`src/sv/spieep_pkg.sv`:
```
package spieep_pkg;

  // Item operation codes.
  localparam logic [1:0] OP_START_READ  = 2'd0;
  localparam logic [1:0] OP_START_WRITE = 2'd1;
  localparam logic [1:0] OP_BYTE_DONE   = 2'd2;

  // Serial EEPROM command bytes and status bits.
  localparam logic [7:0] CMD_READ   = 8'h03;
  localparam logic [7:0] CMD_WRITE  = 8'h02;
  localparam logic [7:0] CMD_WREN   = 8'h06;
  localparam logic [7:0] CMD_RDSR   = 8'h05;
  localparam logic [7:0] DUMMY_BYTE = 8'hFF;
  localparam logic [7:0] STATUS_WIP = 8'h01;

  // Sequencer phases.
  localparam logic [3:0] PH_IDLE  = 4'd0;
  localparam logic [3:0] PH_RDSR  = 4'd1;
  localparam logic [3:0] PH_STAT  = 4'd2;
  localparam logic [3:0] PH_WREN  = 4'd3;
  localparam logic [3:0] PH_CMD   = 4'd4;
  localparam logic [3:0] PH_AHI   = 4'd5;
  localparam logic [3:0] PH_ALO   = 4'd6;
  localparam logic [3:0] PH_WDATA = 4'd7;
  localparam logic [3:0] PH_RDATA = 4'd8;

  // Working width for address byte extraction; covers every legal address width.
  localparam int ADDR_EXT_WIDTH = 24;

  typedef struct packed {
    logic [1:0]  op;
    logic [15:0] mem_address;
    logic [15:0] byte_count;
    logic [7:0]  rx_byte;
    logic [7:0]  write_data;
  } item_t;

  typedef struct packed {
    logic       tx_valid;
    logic [7:0] tx_byte;
    logic       select_active;
    logic       select_gap;
    logic       read_valid;
    logic [7:0] read_byte;
    logic       done_res;
    logic       rejected;
    logic       busy_res;
  } result_t;

  typedef struct packed {
    logic [3:0] phase;
    logic       is_write;
    logic       first_data_pending;
  } ctrl_t;

endpackage

```
`src/sv/spieep_if.sv`:
```
interface spieep_item_if;
  logic                 valid;
  logic                 ready;
  spieep_pkg::item_t    data;

  modport source (output valid, output data, input ready);
  modport sink   (input valid, input data, output ready);
endinterface

interface spieep_result_if;
  logic                 valid;
  logic                 ready;
  spieep_pkg::result_t  data;

  modport source (output valid, output data, input ready);
  modport sink   (input valid, input data, output ready);
endinterface

```
`src/sv/spieep_step.sv`:
```
module spieep_step #(
  parameter int ADDR_WIDTH  = 16,
  parameter int COUNT_WIDTH = 16
) (
  input  spieep_pkg::item_t         item,
  input  spieep_pkg::ctrl_t         ctrl,
  input  logic [ADDR_WIDTH-1:0]     held_address,
  input  logic [COUNT_WIDTH-1:0]    bytes_left,
  output spieep_pkg::ctrl_t         ctrl_next,
  output logic [ADDR_WIDTH-1:0]     held_address_next,
  output logic [COUNT_WIDTH-1:0]    bytes_left_next,
  output spieep_pkg::result_t       res
);

  logic [spieep_pkg::ADDR_EXT_WIDTH-1:0] addr_ext;
  logic [COUNT_WIDTH-1:0]                count_dec;

  assign addr_ext  = spieep_pkg::ADDR_EXT_WIDTH'(held_address);
  assign count_dec = bytes_left - COUNT_WIDTH'(1);

  always_comb begin
    ctrl_next         = ctrl;
    held_address_next = held_address;
    bytes_left_next   = bytes_left;
    res               = '0;

    unique case (item.op)
      spieep_pkg::OP_START_READ, spieep_pkg::OP_START_WRITE: begin
        if (ctrl.phase != spieep_pkg::PH_IDLE) begin
          res.rejected = 1'b1;
        end else begin
          ctrl_next.is_write           = item.op[0];
          ctrl_next.first_data_pending = 1'b0;
          ctrl_next.phase              = spieep_pkg::PH_RDSR;
          held_address_next            = ADDR_WIDTH'(item.mem_address);
          bytes_left_next              = COUNT_WIDTH'(item.byte_count);
          res.tx_valid                 = 1'b1;
          res.tx_byte                  = spieep_pkg::CMD_RDSR;
        end
      end
      spieep_pkg::OP_BYTE_DONE: begin
        unique case (ctrl.phase)
          spieep_pkg::PH_RDSR: begin
            res.tx_valid    = 1'b1;
            res.tx_byte     = spieep_pkg::DUMMY_BYTE;
            ctrl_next.phase = spieep_pkg::PH_STAT;
          end
          spieep_pkg::PH_STAT: begin
            res.tx_valid   = 1'b1;
            res.select_gap = 1'b1;
            priority if ((item.rx_byte & spieep_pkg::STATUS_WIP) != 8'h00) begin
              res.tx_byte     = spieep_pkg::CMD_RDSR;
              ctrl_next.phase = spieep_pkg::PH_RDSR;
            end else if (ctrl.is_write) begin
              res.tx_byte     = spieep_pkg::CMD_WREN;
              ctrl_next.phase = spieep_pkg::PH_WREN;
            end else begin
              res.tx_byte     = spieep_pkg::CMD_READ;
              ctrl_next.phase = spieep_pkg::PH_CMD;
            end
          end
          spieep_pkg::PH_WREN: begin
            res.tx_valid    = 1'b1;
            res.select_gap  = 1'b1;
            res.tx_byte     = spieep_pkg::CMD_WRITE;
            ctrl_next.phase = spieep_pkg::PH_CMD;
          end
          spieep_pkg::PH_CMD: begin
            res.tx_valid    = 1'b1;
            res.tx_byte     = addr_ext[15:8];
            ctrl_next.phase = spieep_pkg::PH_AHI;
          end
          spieep_pkg::PH_AHI: begin
            res.tx_valid                 = 1'b1;
            res.tx_byte                  = addr_ext[7:0];
            ctrl_next.first_data_pending = 1'b1;
            ctrl_next.phase              = spieep_pkg::PH_ALO;
          end
          spieep_pkg::PH_ALO, spieep_pkg::PH_WDATA: begin
            // Reads with a count go to dummy reads; writes stream data; else done.
            priority if (ctrl.phase == spieep_pkg::PH_ALO && !ctrl.is_write &&
                         bytes_left != '0) begin
              res.tx_valid    = 1'b1;
              res.tx_byte     = spieep_pkg::DUMMY_BYTE;
              ctrl_next.phase = spieep_pkg::PH_RDATA;
            end else if ((ctrl.phase == spieep_pkg::PH_WDATA || ctrl.is_write) &&
                         bytes_left != '0) begin
              res.tx_valid                 = 1'b1;
              res.tx_byte                  = item.write_data;
              bytes_left_next              = count_dec;
              ctrl_next.first_data_pending = 1'b0;
              ctrl_next.phase              = spieep_pkg::PH_WDATA;
            end else begin
              ctrl_next.first_data_pending = 1'b0;
              ctrl_next.phase              = spieep_pkg::PH_IDLE;
              res.done_res                 = 1'b1;
            end
          end
          spieep_pkg::PH_RDATA: begin
            res.read_valid               = 1'b1;
            res.read_byte                = item.rx_byte;
            ctrl_next.first_data_pending = 1'b0;
            bytes_left_next              = count_dec;
            if (count_dec != '0) begin
              res.tx_valid = 1'b1;
              res.tx_byte  = spieep_pkg::DUMMY_BYTE;
            end else begin
              ctrl_next.phase = spieep_pkg::PH_IDLE;
              res.done_res    = 1'b1;
            end
          end
          default: begin
            ctrl_next.phase = spieep_pkg::PH_IDLE;
          end
        endcase
      end
      default: begin
      end
    endcase

    res.select_active = (ctrl_next.phase != spieep_pkg::PH_IDLE);
    res.busy_res      = (ctrl_next.phase != spieep_pkg::PH_IDLE);
  end

endmodule

```
`src/sv/spi_eeprom_transaction_sequencer_top.sv`:
```
// SPI serial EEPROM transaction sequencer. Each input beat is either a start
// (read or write, with address and byte count) or a byte-done event carrying the
// byte just clocked in from the device; every accepted beat produces exactly one
// result beat telling the SPI shifter what to send next, whether to pulse chip
// select, and whether a read data byte, completion or rejection occurred. A
// transaction first polls the status register until the write-in-progress bit
// clears, then issues write enable and write, or read, followed by two address
// bytes and the data phase. The block takes one beat per clock: the next-state
// logic is a single short combinational step feeding the state registers and a
// result register, and a new beat is accepted whenever the result register is
// empty or is being drained in the same cycle; the result beat is registered.
module spi_eeprom_transaction_sequencer_top #(
  parameter int ADDR_WIDTH  = 16,
  parameter int COUNT_WIDTH = 16
) (
  input  logic                    clk,
  input  logic                    rst,
  spieep_item_if.sink             item,
  spieep_result_if.source         result
);

  // Sequencer state.
  spieep_pkg::ctrl_t        ctrl;
  spieep_pkg::ctrl_t        ctrl_next;
  logic [ADDR_WIDTH-1:0]    held_address;
  logic [ADDR_WIDTH-1:0]    held_address_next;
  logic [COUNT_WIDTH-1:0]   bytes_left;
  logic [COUNT_WIDTH-1:0]   bytes_left_next;

  // Result register.
  spieep_pkg::result_t      res_next;
  spieep_pkg::result_t      res_data;
  logic                     res_valid;

  logic                     accept;

  // The result register frees up in the same cycle it is drained, so the
  // input stays open as long as the consumer keeps up.
  assign item.ready = !res_valid || result.ready;
  assign accept     = item.valid && item.ready;

  spieep_step #(
    .ADDR_WIDTH  (ADDR_WIDTH),
    .COUNT_WIDTH (COUNT_WIDTH)
  ) u_step (
    .item              (item.data),
    .ctrl              (ctrl),
    .held_address      (held_address),
    .bytes_left        (bytes_left),
    .ctrl_next         (ctrl_next),
    .held_address_next (held_address_next),
    .bytes_left_next   (bytes_left_next),
    .res               (res_next)
  );

  // State advances only on an accepted beat.
  always_ff @(posedge clk) begin
    if (rst) begin
      ctrl         <= '0;
      held_address <= '0;
      bytes_left   <= '0;
    end else if (accept) begin
      ctrl         <= ctrl_next;
      held_address <= held_address_next;
      bytes_left   <= bytes_left_next;
    end
  end

  always_ff @(posedge clk) begin
    if (rst) begin
      res_valid <= 1'b0;
    end else if (accept) begin
      res_valid <= 1'b1;
    end else if (result.ready) begin
      res_valid <= 1'b0;
    end
  end

  // Payload needs no reset; it is qualified by res_valid.
  always_ff @(posedge clk) begin
    if (accept) begin
      res_data <= res_next;
    end
  end

  assign result.valid = res_valid;
  assign result.data  = res_data;

endmodule

```
`src/flat_wrapper.sv`:
```
// flat-port wrapper written by rule: the top's interface ports become plain ports
module spi_eeprom_transaction_sequencer_top_flat 
#(
  parameter int ADDR_WIDTH  = 16,
  parameter int COUNT_WIDTH = 16
)
  (clk, rst, item_valid, item_data, item_ready, result_valid, result_data, result_ready);
  spieep_item_if item_i ();
  spieep_result_if result_i ();
  input  logic clk;
  input  logic rst;
  input wire logic [$bits(item_i.valid)-1:0] item_valid;
  input wire logic [$bits(item_i.data)-1:0] item_data;
  output wire logic [$bits(item_i.ready)-1:0] item_ready;
  output wire logic [$bits(result_i.valid)-1:0] result_valid;
  output wire logic [$bits(result_i.data)-1:0] result_data;
  input wire logic [$bits(result_i.ready)-1:0] result_ready;
  assign item_i.valid = item_valid;
  assign item_i.data = item_data;
  assign item_ready = item_i.ready;
  assign result_valid = result_i.valid;
  assign result_data = result_i.data;
  assign result_i.ready = result_ready;
  spi_eeprom_transaction_sequencer_top #(.ADDR_WIDTH(ADDR_WIDTH), .COUNT_WIDTH(COUNT_WIDTH)) u_core (.clk(clk), .rst(rst), .item(item_i), .result(result_i));
endmodule
```
`config.mk`:
```
export PLATFORM = sky130hd
export DESIGN_NAME = spi_eeprom_transaction_sequencer_top_flat
export DESIGN_NICKNAME = d
export VERILOG_FILES = /design/src/sv/spieep_pkg.sv /design/src/sv/spieep_if.sv /design/src/sv/spieep_step.sv /design/src/sv/spi_eeprom_transaction_sequencer_top.sv /design/src/flat_wrapper.sv
export SDC_FILE = /design/constraint.sdc
export NUM_CORES = 1
export LEC_CHECK = 0
export BUFFER_PORTS_ARGS = -buffer_cell sky130_fd_sc_hd__buf_2
export CAP_MARGIN = 20
export CORE_MARGIN = 3
export CORE_UTILIZATION = 54
export DETAILED_ROUTE_END_ITERATION = 8
export PLACE_DENSITY = 0.89
export SKIP_CTS_REPAIR_TIMING = 1
export SLEW_MARGIN = 20
export SYNTH_ARGS = -nofsm -noshare
export SYNTH_HDL_FRONTEND = slang
export SYNTH_SLANG_ARGS = --single-unit
```
`constraint.sdc`:
```
create_clock -name clk -period 3.35 [get_ports clk]
set_input_delay 0.1675 -clock clk [delete_from_list [all_inputs] [get_ports clk]]
set_output_delay 0.1675 -clock clk [all_outputs]
set_load 0.03 [all_outputs]
```
==> impl_metrics.ini, run 1 <==
[run_status]
status = completed

[finish]
drive_above_1_share_pct = 22.4
fin_nets = 546
postLayoutCoreUtil_pct = 66.3
fillers = 503
synthToLayoutAreaGrowth_pct = 17.1
diodes = 0

[synthesis]
ys_seq_elements = 60
async_reset_ff_share_pct = 0
yosysTopAreaCell = dfxtp_1
ys_warn_count = 0
syn_area_per_cell_um2 = 8.01
synthTopCellsByArea = dfxtp_1, edfxtp_1, a21oi_1, nand2_1, nor2_1
ys.flop_type = dfxtp_1
yosysTopAreaCellShare_pct = 22.3
seq_area_frac_synth_pct = 41.7
ys_types = 55
synthesis.area_um2 = 3410
synthTopCellsByCount = nand2_1, a21oi_1, nor2_1, dfxtp_1, o21ai_0
syn_inst = 426
synth_nets = 482
synth-edff-count = 22
synth_most_common_cell = nand2_1

[clock_network]
tritoncts = built
cts-root-buf = clkbuf_8
cts_buffer_depth = 2
cts_made_buffers = 9
clk_pin_slew_ns = 0.07
clock_latency_ns = 0.34
clock_sinks = 60
cts-htree-levels = 3

[worst_setup_path]
cp.arrival_ns = 3.14
cp.required_ns = 3.42
crit_top_cell = nand4_1
crit_path_top_delay_cell = or4b_1
path_cells = inv_1 > ha_1 > or4b_1 > buf_4 > nor3_1 > xnor2_1 > nand4_1 > o21ai_4 > nand4_1
end_kind = flip-flop
slowest_delay_ns = 0.50
cp-start-kind = flip-flop
cp_max_fo = 11
crit_type = reg -> reg
r2r_slack_ns = 0.28

[grt]
grt_usage_pct = 25.1
use_met1_pct = 36.1
grt_pass1_wl_um = 14800
grt_overflow = 0
grt_max_degree = 38
use_met2_pct = 37.6
top_usage_layer = met2
gr-usage-met3_pct = 5.05
grt_pass1_vias = 3087
antenna_found_initial = 0

[route]
viasPerCell = 6.08
ant_nets = 0
drcViolationCount = 0
routed_wl_um = 9120
drt_iter0_drc = 381
wire_per_inst_um = 16.0
first_pass_iters = 6
via_count = 3466

[floorplan]
die_w_um = 85.5
num_rows = 28
fp.coreArea_um2 = 6030
die_area_um2 = 7310
start_util_pct = 56.6
chipHeight_um = 85.5
io_pins = 79

[sta]
hold_violations = 0
skew_ns = 0.00971
timing.final.max_slew_violations = 0
max-slew-margin-rel_pct = 52.2
worst_pin_slew_ns = 0.716
hold_slack_ns = 0.0556
setup_violations = 0
rsz0062_at_grt = no
period_share_pct = 91.6
tns_ns = 0
fmax_mhz = 326
period_needed_ns = 3.07

[worst_hold_path]
hold_path.class = in -> reg

[pwr]
p_leak_nw = 1.60
power_density_nw_per_um2 = 468
ir_drop_mv = 0.319

[place]
portBuffers = 78
dp_hpwl_um = 6530
gp_congestion = 0.990

[job]
maxCapViolations = 0
[per-layer routing]
metal | part of all wire (%) | wire (um)
met1 | 43 | 3940
met2 | 46 | 4150
met3 | 9.3 | 844
met4 | 1.9 | 172
met5 | 0 | 0
[stage by stage]
step | worst slack (ns) | power, mW | std cells | instance area, um2
2_1_floorplan | 0.595 | 1.11 | 426 | 3410
3_3_place_gp | 0.547 | 1.21 | 554 | 3800
3_5_place_dp | 0.357 | 1.22 | 554 | 3800
4_1_cts | 0.350 | 1.86 | 570 | 3990
5_1_grt | 0.147 | 1.94 | 570 | 3990
6_report | 0.280 | 1.87 | 570 | 3990
[power breakdown]
part / switching, mW / internal, mW / leakage, nW
clock network: 0.291 / 0.360 / 0.0991
logic: 0.243 / 0.144 / 0.973
registers: 0.0363 / 0.794 / 0.531
[cells by family after synthesis]
kind of cell	share of synthesized area, %
XOR/XNOR	0.771
AO/OA/AOI/OAI	24.2
AND/OR/NAND/NOR	27.0
buffers and inverters	5.58
flip-flops	41.7
adder cells (fa/ha/maj)	0.734
[state kept, by name, summed over array words and instances, names as in the netlist]
name / flops
u_core.ctrl: 5
u_core.bytes_left: 16
u_core.result.valid: 1
u_core.held_address: 16
u_core.result.data: 22
[critical path: cells and delay by family, from the launching register on]
kind / cells / cell delay (ns)
adders and majority gates: 1 / 0.38
xor gates and xnor gates: 1 / 0.20
buffers and inverters: 2 / 0.33
DFF: 1 / 0.35
AOI/OAI and AO/OA: 1 / 0.34
and+or+nand+nor: 4 / 1.20
[cell type report]
cell class / count / area, um2 / area share (%)
clock buffers: 11 / 141 / 3.54
clock inverters: 5 / 52.6 / 1.32
inverters: 9 / 33.8 / 0.846
multi-input cells: 324 / 1800 / 45.1
flip-flops and latches: 60 / 1420 / 35.6
well taps: 75 / 93.8 / 2.35
repair buffers: 86 / 450 / 11.3
[layout by cell type (no fill, tap or decap), types with 13 or more instances in the layout]
cell type,synthesis,layout
buf_2,4,78
nand2_1,63,63
a21oi_1,53,53
nor2_1,40,40
dfxtp_1,38,38
o21ai_0,26,26
edfxtp_1,22,22
nor3_1,14,14
nor4_1,13,13
[path summary, 6_finish.rpt]
check,cells after the start,endpoint,startpoint
max,9,u_core.result.data[14],u_core.bytes_left[1]
min,3,u_core.held_address[14],item_data[46]
max reg2reg,9,u_core.result.data[14],u_core.bytes_left[1]
min reg2reg,2,u_core.held_address[7],u_core.held_address[7]
(Power assumes the default switching activity.)
==> inputs of run 2 (changes only) <==
ABC_AREA = 1   (was default)
MAX_ROUTING_LAYER = met4   (was default)
==> impl_metrics.ini, run 2 <==
[run_status]
status = completed

[clock_network]
cts-htree-levels = 3
clock_sinks = 60
cts_made_buffers = 9
clk_pin_slew_ns = 0.06
clock_latency_ns = 0.34
cts-root-buf = clkbuf_8
cts_buffer_depth = 2
tritoncts = built

[worst_setup_path]
reg2reg_depth = 8
crit_top_cell = nor2_1
reg2reg_from = u_core.ctrl[2]
cp_max_fo = 24
cp.required_ns = 3.54
r2r_slack_ns = 0.77
crit_path_top_delay_cell = nor2_1
slowest_delay_ns = 0.52
worstSetupStartpoint = u_core.ctrl[2]
cp-start-kind = flip-flop
endpoint = u_core.held_address[4]
crit_type = reg -> reg
cp.arrival_ns = 2.77
worst_r2r_endpoint = u_core.held_address[4]
path_cells = nor2_1 > nand2_1 > nor2_1 > inv_1 > nor2_1 > inv_1 > o21ai_0 > a21oi_1
end_kind = flip-flop

[finish]
final_common_cell = nand2_1
fillers = 500
drive_above_1_share_pct = 25.6
diodes = 0
fin_nets = 590
largest_reg_flops = 22
synthToLayoutAreaGrowth_pct = 18.4
most-common-layout-cells = nand2_1, buf_2, nor2_1

[place]
dp_hpwl_um = 6090
gp_congestion = 0.971
portBuffers = 78

[route]
viasPerCell = 5.50
drt-met1-wl_um = 3640
via_count = 3380
drt_iter0_drc = 327
met3WireLength_um = 704
wire_per_inst_um = 13.6
first_pass_iters = 5
ant_nets = 0
routed_wl_um = 8370
drcViolationCount = 0
highest_layer = met4
dr_wl_met2_um = 3860

[synthesis]
ys.flop_type = dfxtp_1
yosysTopAreaCellShare_pct = 22.3
syn_inst = 461
ys_warn_count = 0
synthTopCellsByCount = nand2_1, nor2_1, inv_1, o21ai_0, dfxtp_1
synth_nets = 517
synthesis.area_um2 = 3410
synth-edff-count = 22
ys_seq_elements = 60
ys_types = 33
yosysTopAreaCell = dfxtp_1
synthTopCellsByArea = dfxtp_1, edfxtp_1, nand2_1, nor2_1, o21ai_0
seq_area_frac_synth_pct = 41.7
synth_most_common_cell = nand2_1
async_reset_ff_share_pct = 0
syn_area_per_cell_um2 = 7.39

[grt]
grt_max_degree = 32
grt_overflow = 0
grt_pass1_wl_um = 13700
antenna_found_initial = 0
grt_pass1_vias = 3060
grt_usage_pct = 24.3

[pwr]
ir_drop_mv = 0.290
p_sw_mw = 0.699
p_seq_share_pct = 40.0
power_density_nw_per_um2 = 530
internal_power_mw = 1.44
clkPwrFrac_pct = 33.9
p_leak_nw = 1.91
switching_share_pct = 32.7
pwr-share-comb_pct = 26.2

[floorplan]
io_pins = 79
chipHeight_um = 85.4
start_util_pct = 56.6
fp.coreArea_um2 = 6030
die_area_um2 = 7300
die_w_um = 85.4
num_rows = 28

[job]
maxCapViolations = 0

[sta]
hold_slack_ns = 0.0511
timing.final.max_slew_violations = 0
period_needed_ns = 2.58
setup_violations = 0
worst_pin_slew_ns = 0.905
fmax_mhz = 388
period_share_pct = 77.0
max-slew-margin-rel_pct = 39.6
rsz0062_at_grt = no
skew_ns = 0.00921
hold_violations = 0
tns_ns = 0

[worst_hold_path]
hold_path.class = in -> reg
## run 2: changes by cell type in the layout (fill, tap and decap cells not counted), sizes merged, moves of 9 or more
cell and change:
o21ai +24, nand2 +27, nand3 +14, a21oi -29
a31oi +12, and2 -9, nor3 -12, nor4 -14
inv +52, nand2b -10, nor2 +50, o211ai -9
## run 2: worst min-delay path by stage
stage                        startpoint                       to  cells after the start
after global placement    item_data[33]   u_core.held_address[1]                      3
after detailed placement  item_data[44]  u_core.held_address[12]                      3
final                     item_data[44]  u_core.held_address[12]                      3
after global routing      item_data[33]   u_core.held_address[1]                      3
after CTS                 item_data[44]  u_core.held_address[12]                      3
after floorplan           item_data[42]  u_core.held_address[10]                      2
## run 2: cell type report
cell class,instances,area (um2),share of cell area [%]
inverter,61,229,5.68
clock inverter,4,72.6,1.80
sequential,60,1420,35.2
timing repair buffer,79,398,9.86
multi-input combinational,323,1670,41.5
tap,75,93.8,2.33
clock buffer,12,145,3.60
## run 2: worst max-delay path, delay by kind of cell, from the launching register on
kind,cells,cell delay [ns]
compound gates,2,0.35
buf+inv,2,0.53
flops,1,0.37
simple gates,4,1.20
## run 2: cells by family after synthesis
group                    share of synthesized area [%]
XOR/XNOR                                         0.514
flip-flops                                        41.7
AND/OR/NAND/NOR                                   29.7
buffers and inverters                             9.18
adder cells (fa/ha/maj)                          0.734
AO/OA/AOI/OAI                                     18.2
## run 2: power groups by stage
stage / Combinational (mW) / Clock, mW / Sequential [mW]
6_report: 0.559 / 0.724 / 0.854
5_1_grt: 0.624 / 0.763 / 0.860
4_1_cts: 0.555 / 0.730 / 0.853
3_5_place_dp: 0.549 / 0 / 0.868
3_3_place_gp: 0.535 / 0 / 0.866
2_1_floorplan: 0.389 / 0 / 0.901
## run 2: routing by layer
layer	track usage [%]	up-vias
met4	8.06	0
met2	36.8	161
met3	5.83	21
li1	-	1669
met5	-	-
met1	32.2	1529
## run 2: through the flow
step                util [%]  cells  cell area (um2)  setup WS (ns)  power, mW
floorplan                  -    461             3410           1.43       1.29
global placement        63.3    598             3820          0.986       1.40
detailed placement      63.3    598             3820          0.835       1.42
CTS                     66.9    614             4030          0.796       2.14
global route            66.9    614             4030          0.371       2.25
finish                  66.9    614             4030          0.771       2.14
